## src/fqi_pkg.sv

```systemverilog
// Package for the queue with positional insert and remove.
// Holds the request codes, the per-cell shift codes and the fixed field widths.
// Depends on nothing; used by fqi_cell and fifo_queue_with_positional_insert.
`timescale 1ns / 1ps
`default_nettype none

package fqi_pkg;

    // Fixed widths of the request and result fields
    localparam int ACT_BITS  = 3;
    localparam int DATA_BITS = 32;
    localparam int IDX_BITS  = 5;
    localparam int CNT_BITS  = 5;

    // Request codes; the spare codes are rejected
    typedef enum logic [ACT_BITS-1:0] {
        ACT_PUSH   = 3'd0,
        ACT_POP    = 3'd1,
        ACT_PEEK   = 3'd2,
        ACT_INSERT = 3'd3,
        ACT_REMOVE = 3'd4
    } t_action;

    // Move broadcast to every cell of the chain
    typedef enum logic [1:0] {
        SHIFT_NONE   = 2'd0,
        SHIFT_INSERT = 2'd1,
        SHIFT_REMOVE = 2'd2
    } t_shift;

endpackage

`default_nettype wire

```

## src/fqi_cell.sv

```systemverilog
// One storage cell of the queue chain.
// Holds a word and, on the broadcast move, loads the new word or takes its neighbour's.
// Depends on fqi_pkg.
`timescale 1ns / 1ps
`default_nettype none

module fqi_cell #(
    parameter int CELL_IDX  = 0,
    parameter int IW        = 4,
    parameter int WORD_BITS = 32
) (
    input  wire logic                 i_clk,
    input  wire fqi_pkg::t_shift      i_shift,
    input  wire logic [IW-1:0]        i_pos,
    input  wire logic [WORD_BITS-1:0] i_value,
    input  wire logic [WORD_BITS-1:0] i_left,
    input  wire logic [WORD_BITS-1:0] i_right,
    output logic      [WORD_BITS-1:0] o_word
);

    localparam logic [IW-1:0] MY_IDX = IW'(CELL_IDX);

    logic [WORD_BITS-1:0] r_word;
    logic [WORD_BITS-1:0] n_word;

    // Choose hold, load, or take from a neighbour
    always_comb begin
        n_word = r_word;
        unique case (i_shift)
            fqi_pkg::SHIFT_INSERT: begin
                if (MY_IDX == i_pos) begin
                    n_word = i_value;
                end else if (MY_IDX > i_pos) begin
                    n_word = i_left;
                end
            end
            fqi_pkg::SHIFT_REMOVE: begin
                if (MY_IDX >= i_pos) begin
                    n_word = i_right;
                end
            end
            default: begin
                n_word = r_word;
            end
        endcase
    end

    // Payload register, no reset
    always_ff @(posedge i_clk) begin
        r_word <= n_word;
    end

    assign o_word = r_word;

endmodule

`default_nettype wire

```

## src/fifo_queue_with_positional_insert.sv

```systemverilog
// Top level of the queue with positional insert and remove: decoder, chain of cells, result.
// Depends on fqi_pkg and fqi_cell.
// The result of a request is registered and appears in the cycle after it is accepted, strobed by o_done.
// Throughput: one request per cycle; busy stays low, as all cells shift in parallel.
// Reset (synchronous, active low) empties the queue and clears the strobe; cell contents
// stay undefined until written.
`timescale 1ns / 1ps
`default_nettype none

module fifo_queue_with_positional_insert #(
    parameter int DEPTH     = 16,
    parameter int WORD_BITS = 32
) (
    input  wire logic                                i_clk,
    input  wire logic                                i_rst_n,
    input  wire logic                                start,
    output logic                                     busy,
    input  wire logic [fqi_pkg::ACT_BITS-1:0]        i_action,
    input  wire logic signed [fqi_pkg::DATA_BITS-1:0] i_value,
    input  wire logic [fqi_pkg::IDX_BITS-1:0]        i_index,
    output logic                                     o_done,
    output logic signed [fqi_pkg::DATA_BITS-1:0]     o_data,
    output logic                                     o_ok,
    output logic [fqi_pkg::CNT_BITS-1:0]             o_count
);

    localparam int IW = (DEPTH > 1) ? $clog2(DEPTH) : 1;
    localparam int CW = $clog2(DEPTH + 1);
    localparam int XW = (CW > fqi_pkg::IDX_BITS) ? CW : fqi_pkg::IDX_BITS;
    localparam int EW = 64;
    localparam logic [CW-1:0] FULL_FILL = CW'(DEPTH);

    logic                 r_done;
    logic                 r_ok;
    logic [fqi_pkg::DATA_BITS-1:0] r_data;
    logic [fqi_pkg::CNT_BITS-1:0]  r_count;
    logic [CW-1:0]        r_fill;
    logic [CW-1:0]        n_fill;

    logic                 accept;
    fqi_pkg::t_action     action;
    fqi_pkg::t_shift      shift;
    logic [IW-1:0]        pos;
    logic                 ok;
    logic                 rd;
    logic                 full;
    logic                 empty;
    logic [XW-1:0]        idx_x;
    logic [XW-1:0]        fill_x;
    logic [XW-1:0]        nfill_x;
    logic [WORD_BITS-1:0] store_val;
    logic signed [EW-1:0] value_ext;
    logic signed [EW-1:0] read_ext;
    logic [fqi_pkg::DATA_BITS-1:0] rd_data;
    logic [WORD_BITS-1:0] cell_word [DEPTH];

    assign busy   = 1'b0;
    assign accept = start && !busy;
    assign action = fqi_pkg::t_action'(i_action);
    assign full   = (r_fill == FULL_FILL);
    assign empty  = (r_fill == '0);
    assign idx_x  = XW'(i_index);
    assign fill_x = XW'(r_fill);

    // Trim the request word to the stored width, sign-extending first
    assign value_ext = EW'(i_value);
    assign store_val = value_ext[WORD_BITS-1:0];

    // Decode the request into a move, a position and the result flags
    always_comb begin
        ok    = 1'b0;
        rd    = 1'b0;
        pos   = '0;
        shift = fqi_pkg::SHIFT_NONE;
        unique case (action)
            fqi_pkg::ACT_PUSH: begin
                ok    = !full;
                pos   = r_fill[IW-1:0];
                shift = fqi_pkg::SHIFT_INSERT;
            end
            fqi_pkg::ACT_POP: begin
                ok    = !empty;
                rd    = 1'b1;
                shift = fqi_pkg::SHIFT_REMOVE;
            end
            fqi_pkg::ACT_PEEK: begin
                ok = !empty;
                rd = 1'b1;
            end
            fqi_pkg::ACT_INSERT: begin
                ok    = !full && (idx_x <= fill_x);
                pos   = idx_x[IW-1:0];
                shift = fqi_pkg::SHIFT_INSERT;
            end
            fqi_pkg::ACT_REMOVE: begin
                ok    = (idx_x < fill_x);
                rd    = 1'b1;
                pos   = idx_x[IW-1:0];
                shift = fqi_pkg::SHIFT_REMOVE;
            end
            default: begin
                ok = 1'b0;
            end
        endcase
        if (!(accept && ok)) begin
            shift = fqi_pkg::SHIFT_NONE;
        end
    end

    // Advance the fill count
    always_comb begin
        n_fill = r_fill;
        unique case (shift)
            fqi_pkg::SHIFT_INSERT: n_fill = r_fill + CW'(1);
            fqi_pkg::SHIFT_REMOVE: n_fill = r_fill - CW'(1);
            default:               n_fill = r_fill;
        endcase
    end
    assign nfill_x = XW'(n_fill);

    // Read the addressed cell and sign-extend it to the result width
    assign read_ext = EW'(signed'(cell_word[pos]));
    assign rd_data  = (ok && rd) ? read_ext[fqi_pkg::DATA_BITS-1:0] : '0;

    // Chain of cells; the ends take the new word on the left and hold on the right
    for (genvar g = 0; g < DEPTH; g++) begin : g_cell
        fqi_cell #(
            .CELL_IDX  (g),
            .IW        (IW),
            .WORD_BITS (WORD_BITS)
        ) u_cell (
            .i_clk   (i_clk),
            .i_shift (shift),
            .i_pos   (pos),
            .i_value (store_val),
            .i_left  ((g == 0) ? store_val : cell_word[(g == 0) ? 0 : g - 1]),
            .i_right ((g == DEPTH - 1) ? cell_word[g] : cell_word[(g == DEPTH - 1) ? g : g + 1]),
            .o_word  (cell_word[g])
        );
    end

    // Control state: fill count and result strobe
    always_ff @(posedge i_clk) begin
        if (!i_rst_n) begin
            r_fill <= '0;
            r_done <= 1'b0;
        end else begin
            r_fill <= n_fill;
            r_done <= accept;
        end
    end

    // Result payload, captured with each request
    always_ff @(posedge i_clk) begin
        if (accept) begin
            r_ok    <= ok;
            r_data  <= rd_data;
            r_count <= nfill_x[fqi_pkg::CNT_BITS-1:0];
        end
    end

    assign o_done  = r_done;
    assign o_ok    = r_ok;
    assign o_data  = r_data;
    assign o_count = r_count;

    // Fill count never passes the depth
    a_fill_bound: assert property (@(posedge i_clk) disable iff (!i_rst_n)
        r_fill <= FULL_FILL)
        else $error("fill count above depth");

    // Every accepted request yields a result in the next cycle
    a_done_follows: assert property (@(posedge i_clk) disable iff (!i_rst_n)
        accept |=> o_done)
        else $error("request without result");

    // A rejected request leaves the fill count unchanged
    a_reject_keeps: assert property (@(posedge i_clk) disable iff (!i_rst_n)
        (o_done && !o_ok) |-> (r_fill == $past(r_fill)))
        else $error("rejected request changed the queue");

    // A rejected request carries zero data
    a_reject_zero: assert property (@(posedge i_clk) disable iff (!i_rst_n)
        (o_done && !o_ok) |-> (o_data == '0))
        else $error("rejected request returned data");

    // A push into a queue with room grows it by one
    a_push_grows: assert property (@(posedge i_clk) disable iff (!i_rst_n)
        (accept && (action == fqi_pkg::ACT_PUSH) && !full)
        |=> (r_fill == $past(r_fill) + CW'(1)))
        else $error("push did not grow the queue");

endmodule

`default_nettype wire
```

## config.mk

```make
export PLATFORM = sky130hd
export DESIGN_NAME = fifo_queue_with_positional_insert
export DESIGN_NICKNAME = d
export VERILOG_FILES = /design/src/fqi_pkg.sv /design/src/fqi_cell.sv /design/src/fifo_queue_with_positional_insert.sv
export SDC_FILE = /design/constraint.sdc
export NUM_CORES = 1
export LEC_CHECK = 0
export ABC_AREA = 1
export BUFFER_PORTS_ARGS = -buffer_cell sky130_fd_sc_hd__buf_4
export CAP_MARGIN = 20
export CORE_MARGIN = 1.5
export CORE_UTILIZATION = 45
export CTS_CLUSTER_DIAMETER = 40
export DETAILED_ROUTE_END_ITERATION = 7
export SLEW_MARGIN = 20
export SYNTH_ARGS = -nofsm -noshare
export SYNTH_HDL_FRONTEND = slang
export SYNTH_SLANG_ARGS = --single-unit
```

## constraint.sdc

```tcl
create_clock -name i_clk -period 15.45 [get_ports i_clk]
set_input_delay 4.635 -clock i_clk [delete_from_list [all_inputs] [get_ports i_clk]]
set_output_delay 4.635 -clock i_clk [all_outputs]
set_load 0.005 [all_outputs]
```

==> results.yml, run 1 <==
detailed_routing:
  wl_met3_um: 12000
  dr.max_layer_used: "met4"
  drc: 0
  vias: 32500
  post_drt_wl_per_cell_um: 22.5
  first_pass_iters: 6
  routed_wl_um: 126000
  drt_iter0_drc: 3424
  detail-route-antenna-nets: 0
  viasPerCell: 5.83
  met1_length_um: 52300
  wl_met2_um: 56800
place:
  gp_congestion: 0.824
  dpl.hpwl_um: 68100
  port-buffer-count: 81
  post-place-ws_ps: 5320
synthesis:
  synth_warnings: 0
  syn-cell-area_um2: 34400
  ys_seq_area_share_pct: 48.4
  syn_nets: 4669
  synthFlopType: "edfxtp_1"
  synthArstFlopShare_pct: 0
  ys_ff_latch: 556
  synth_cells: 4615
  synth_edf_count: 550
  synth.most_common_cell: "nand2_1"
  synthTopCellsByCount: "nand2_1 (1608), nand3_1 (617), edfxtp_1 (550)"
  synth_area_leader_cell: "edfxtp_1"
  synth_cell_types: 35
  avgSynthCellArea_um2: 7.44
  yosysTopAreaCellShare_pct: 48.1
  synth_area_leaders: "edfxtp_1 (48%), nand2_1 (18%), nand3_1 (9.0%)"
sta:
  post-route-min-period_ps: 9570
  max-slew-margin-rel_pct: 14.1
  hold_ws_ps: 510
  hold_viol: 0
  finalSetupTns_ps: 0
  period_share_pct: 61.9
  timing.final.max_slew_violations: 0
  layout_setup_ws_ps: 5880
  fin_skew_ps: 20.5
  fmax_mhz: 105
  grt_setup_unrepaired: "no"
  tightest_slew_ps: 1290
  finalSetupViolations: 0
clock_network:
  post-cts-setup-buffers: 0
  cts_buffer_depth: 3
  ctsHtreeMaxLevel: 3
  ctsResizeCount: 0
  cts_hold_buf: 0
  cts.sinks: 556
  cts-root-buf: "clkbuf_16"
  path_clk_slew_ps: 50
  clock_latency_ps: 660
  cts_buffers: 110
  cts_tree: "yes"
grt:
  grt_pass1_wl_um: 190000
  groute.usage.overall_pct: 31.9
  antenna_found_initial: 0
  grt_start_max_net_pins: 260
  grt_overflow: 0
  grt_pass1_vias: 30600
floorplanning:
  die_w_um: 279
  die_area_um2: 78000
  ios: 83
  coreArea_um2: 75700
  initial_core_util_pct: 45.4
  num_rows: 101
  dieHeight_um: 279
run:
  cap_violations: 0
setup_path:
  cp-end-kind: "register"
  cp_max_fo: 55
  arrival_ps: 9870
  r2r_setup_slack_ps: 9450
  worstSetupPathType: "primary input to register"
  required_ps: 15760
  critical_path.startpoint_type: "primary input"
  reg2reg_depth: 20
layout:
  drive_above_1_share_pct: 8.70
  n_antenna_cell: 0
  layout.nets: 4558
  area_delta_synth_final_pct: 14.7
  nFillCells: 7307
power:
  power.leakage_nw: 17.3
  p_per_area_nw_per_um2: 120
  power_w: 0.00474
  ir_worst_vdd_uv: 79.2
worst_hold_path:
  hold_path.class: "register to register"
  hold_depth: 2
run_status:
  status: "completed"
[kinds of logic (layout without fill, tap and decap cells)]
kind of cell | after synthesis | in the layout | share of synthesized area (%)
flip-flops | 556 | 556 | 48.4
other | 1 | 1 | 0.0109
buffers and inverters | 885 | 867 | 10.0
XOR/XNOR | 2 | 2 | 0.0510
AO/OA/AOI/OAI | 767 | 767 | 12.2
AND/OR/NAND/NOR | 2393 | 2393 | 28.9
adder cells (fa/ha/maj) | 11 | 11 | 0.422
[sequential cells by signal, indices dropped and copies added, names as in the netlist]
name / cells
g_cell.u_cell.o_word: 512
o_done: 1
o_ok: 1
fill_x: 5
o_data: 32
o_count: 5
[metal layers]
metal | global-route usage, % | vias up
met2 | 50.8 | 1665
met4 | 12.4 | 0
li1 | - | 15100
met5 | 0 | -
met3 | 4.99 | 293
met1 | 43.7 | 15500
[worst max-delay path, stage by stage]
cell	delay, ps
buf_4	110
ha_1	280
nand2_1	70
nor2_1	150
nand2_1	90
nand4_1	90
nand2_1	50
inv_1	50
buf_4	420
nand3_1	260
nand3_1	170
inv_1	90
ha_4	350
nor2_1	250
inv_1	280
a21oi_4	230
buf_4	570
inv_1	390
a21oi_4	810
buf_4	490
[path summary, 6_finish.rpt]
kind | from | endpoint
max | i_index[4] | g_cell[1].u_cell.o_word[20]
max reg2reg | fill_x[1] | g_cell[1].u_cell.o_word[20]
min reg2reg | fill_x[2] | fill_x[2]
min | fill_x[2] | fill_x[2]
[per-stage QoR]
stage / instance area, µm² / std cells / utilization, %
after global routing: 39400 / 5575 / 52.1
after CTS: 39400 / 5575 / 52.1
after global placement: 35500 / 5369 / 46.9
after floorplan: 34400 / 4615 / -
final: 39400 / 5575 / 52.1
after detailed placement: 35500 / 5370 / 46.9
[power breakdown]
part / internal, W / switching [W]
clock network: 0.00166 / 0.000886
registers: 0.00172 / 0.0000183
logic: 0.000123 / 0.000329
total: 0.00350 / 0.00123
[cells in the final DEF, fill, tap and decap left out, types with 40 or more instances in the layout]
cell and count:
nand3_1 616, a21oi_1 41, clkbuf_16 113, nor3_1 64, nor2_1 73, o21ai_1 111, edfxtp_1 550, o21ai_0 438
inv_1 474, nand2_1 1606, o211ai_1 92, clkinv_1 40, buf_4 133, o22ai_1 64
[final cells by class]
type / instances / area (µm²) / area share, %
repair buffers: 139 / 1110 / 2.82
flip-flops and latches: 556 / 16600 / 42.2
multi-input cells: 3174 / 14500 / 36.9
clock inverters: 90 / 1100 / 2.78
clock buffers: 115 / 2840 / 7.19
inverters: 523 / 1970 / 5.00
well taps: 978 / 1220 / 3.11
(Power assumes the default switching activity.)
==> run 2, diff against run 1 <==
Settings changed: ABC_AREA 1 to 0.
Clock period 15.45 ns to 9.13 ns, I/O delays scaled along.
==> run 2 against run 1 <==
Die area shrank 7.2%. Via count down 24%. Clock-buffer cell count increased by 1. Final area shrank 7.2%. Largest cell class unchanged.
==> results.yml, run 2 <==
run:
  cap_violations: 0
sta:
  grt_setup_unrepaired: "no"
  tightest_slew_ps: 1200
  fin_skew_ps: 24.3
  hold_viol: 0
  period_share_pct: 72.7
  fmax_mhz: 151
  layout_setup_ws_ps: 2490
  finalSetupTns_ps: 0
  finalSetupViolations: 0
  timing.final.max_slew_violations: 0
  hold_ws_ps: 558
  post-route-min-period_ps: 6640
  max-slew-margin-rel_pct: 20.2
setup_path:
  slowest_delay_ps: 800
  cpLargestDelayFamily: "simple AND/OR/NAND/NOR gates"
  reg2reg_depth: 14
  endpoint: "g_cell[5].u_cell.o_word[8]"
  cp_slowest_cell: "a21oi_4"
  r2r-end: "g_cell[5].u_cell.o_word[8]"
  cp_max_fo: 21
  critical_path.startpoint_type: "primary input"
  r2r_setup_slack_ps: 4220
  cp.buffers_inverters: 3
  arrival_ps: 6970
  worst-path-stages: 14
  startpoint: "i_index[2]"
  cp-end-kind: "register"
  worstSetupPathType: "primary input to register"
  r2r-start: "fill_x[2]"
  required_ps: 9460
  path_cells: "buf_4, ha_1, a21o_1, a21oi_1, nor2b_1, o311ai_1, and3_1, inv_2, ha_2, or2_2, nor2b_1, or2_2, a21oi_4, buf_4"
synthesis:
  synth_area_leaders: "edfxtp_1 (52%), mux2i_1 (16%), nand2_1 (8.4%)"
  synth_area_leader_cell: "edfxtp_1"
  synthTopCellsByCount: "nand2_1 (713), edfxtp_1 (550), mux2i_1 (513)"
  ys_ff_latch: 556
  synthFlopType: "edfxtp_1"
  avgSynthCellArea_um2: 10.5
  ys_seq_area_share_pct: 52.2
  synth_cells: 3048
  syn_nets: 3102
  synth_edf_count: 550
  synthArstFlopShare_pct: 0
  synth.most_common_cell: "nand2_1"
  synth_cell_types: 52
  yosysTopAreaCellShare_pct: 51.8
  synth_warnings: 0
  syn-cell-area_um2: 31900
layout:
  drive_above_1_share_pct: 12.6
  final_cell_mix: "nand2_1 (711), edfxtp_1 (550), mux2i_1 (513), o21ai_1 (444), a21oi_1 (195)"
  nFillCells: 6037
  multi_input_area_um2: 14100
  largest_reg_flops: 512
  ff_latch_area_um2: 16600
  layout.nets: 3057
  instances_no_fill: 4031
  final_common_cell: "nand2_1"
  area_delta_synth_final_pct: 14.8
  final_core_util_pct: 52.2
clock_network:
  cts_buffer_depth: 3
  cts.sinks: 556
  cts_hold_buf: 0
  cts_buffers: 102
  ctsHtreeMaxLevel: 3
  cts_tree: "yes"
  clock_latency_ps: 650
  cts-root-buf: "clkbuf_16"
  ctsResizeCount: 0
  path_clk_slew_ps: 50
  post-cts-setup-buffers: 0
detailed_routing:
  first_pass_iters: 6
  routed_wl_um: 99300
  vias: 24800
  post_drt_wl_per_cell_um: 24.6
  viasPerCell: 6.16
  detail-route-antenna-nets: 0
  drc: 0
  drt_iter0_drc: 2994
floorplanning:
  initial_core_util_pct: 45.5
  die_w_um: 269
  die_area_um2: 72400
  ios: 83
  num_rows: 97
  dieHeight_um: 269
  coreArea_um2: 70000
place:
  dpl.cell_count: 3839
  port-buffer-count: 81
  gp_congestion: 0.810
  post-place-ws_ps: 1890
  dpl.hpwl_um: 56500
power:
  p_per_area_nw_per_um2: 202
  power.leakage_nw: 13.2
  ir_worst_vdd_uv: 162
grt:
  grt_overflow: 0
  groute.usage.overall_pct: 27.3
  grt_pass1_wl_um: 148000
  grt_start_max_net_pins: 271
  antenna_found_initial: 6
  grt_pass1_vias: 23700
worst_hold_path:
  hold_path.class: "register to register"
run_status:
  status: "completed"
[run 2: changes by cell type in the layout (fill, tap and decap cells not counted), moves of 64 or more]
cell	before	now
a32oi_1	0	64
nand2_1	1606	711
mux2i_1	0	513
inv_1	474	6
o21ai_1	111	444
nor3_1	64	0
a21oi_1	41	195
nor2_1	73	6
o211ai_1	92	0
nand3_1	616	1
o21ai_0	438	8
a22oi_1	0	64
[run 2: area by class of cell]
cell class | instances | area share [%]
inverters | 11 | 0.120
diodes | 4 | 0.0274
flip-flops and latches | 556 | 45.5
repair buffers | 137 | 3.00
well taps | 940 | 3.22
clock buffers | 116 | 7.30
multi-input cells | 2195 | 38.7
clock inverters | 72 | 2.18
[run 2: cells by family (layout without fill, tap and decap cells)]
family / Yosys count / in the layout / synth area share, %
buffers and inverters: 297 / 336 / 4.33
multiplexers: 581 / 581 / 18.5
AO/OA/AOI/OAI: 835 / 835 / 14.8
adder cells (fa/ha/maj): 11 / 11 / 0.456
XOR/XNOR: 7 / 7 / 0.192
AND/OR/NAND/NOR: 760 / 760 / 9.48
flip-flops: 556 / 556 / 52.2
other: 1 / 5 / 0.0118
[run 2: worst min path at each step]
stage	cells past startpoint	to	slack, ps	from
global placement	2	g_cell[14].u_cell.o_word[25]	550	g_cell[15].u_cell.o_word[25]
detailed placement	2	g_cell[14].u_cell.o_word[5]	550	g_cell[15].u_cell.o_word[5]
finish	2	g_cell[14].u_cell.o_word[5]	560	g_cell[15].u_cell.o_word[5]
floorplan	2	g_cell[14].u_cell.o_word[0]	530	g_cell[15].u_cell.o_word[0]
global route	2	g_cell[14].u_cell.o_word[5]	590	g_cell[15].u_cell.o_word[5]
CTS	2	g_cell[14].u_cell.o_word[5]	560	g_cell[15].u_cell.o_word[5]
[run 2: routing by layer]
layer / GRT usage [%] / wire length, µm / part of all wire [%]
met5: 0 / 23 / 0.023
met4: 10.6 / 3190 / 3.2
met3: 4.80 / 10000 / 10
met2: 40.5 / 43300 / 44
met1: 39.7 / 42700 / 43
[run 2: tightest hold or removal path, delay by kind of cell, from the launching register on]
kind             cells  cell delay [ps]
flip-flops           1              340
AO/OA/AOI/OAI        1               60
AND/OR/NAND/NOR      1               50
[run 2: stage by stage]
step                      cell area (µm²)  power, W
after floorplan                     31900   0.00334
after global placement              33100   0.00354
after detailed placement            33100   0.00356
after CTS                           36600   0.00741
after global routing                36600   0.00759
final                               36600   0.00738
[run 2: report_power, final]
part / total [W] / switching [W] / internal, W
registers: 0.00295 / 0.0000476 / 0.00290
clock network: 0.00386 / 0.00134 / 0.00252
logic: 0.000576 / 0.000386 / 0.000190
total: 0.00738 / 0.00177 / 0.00560
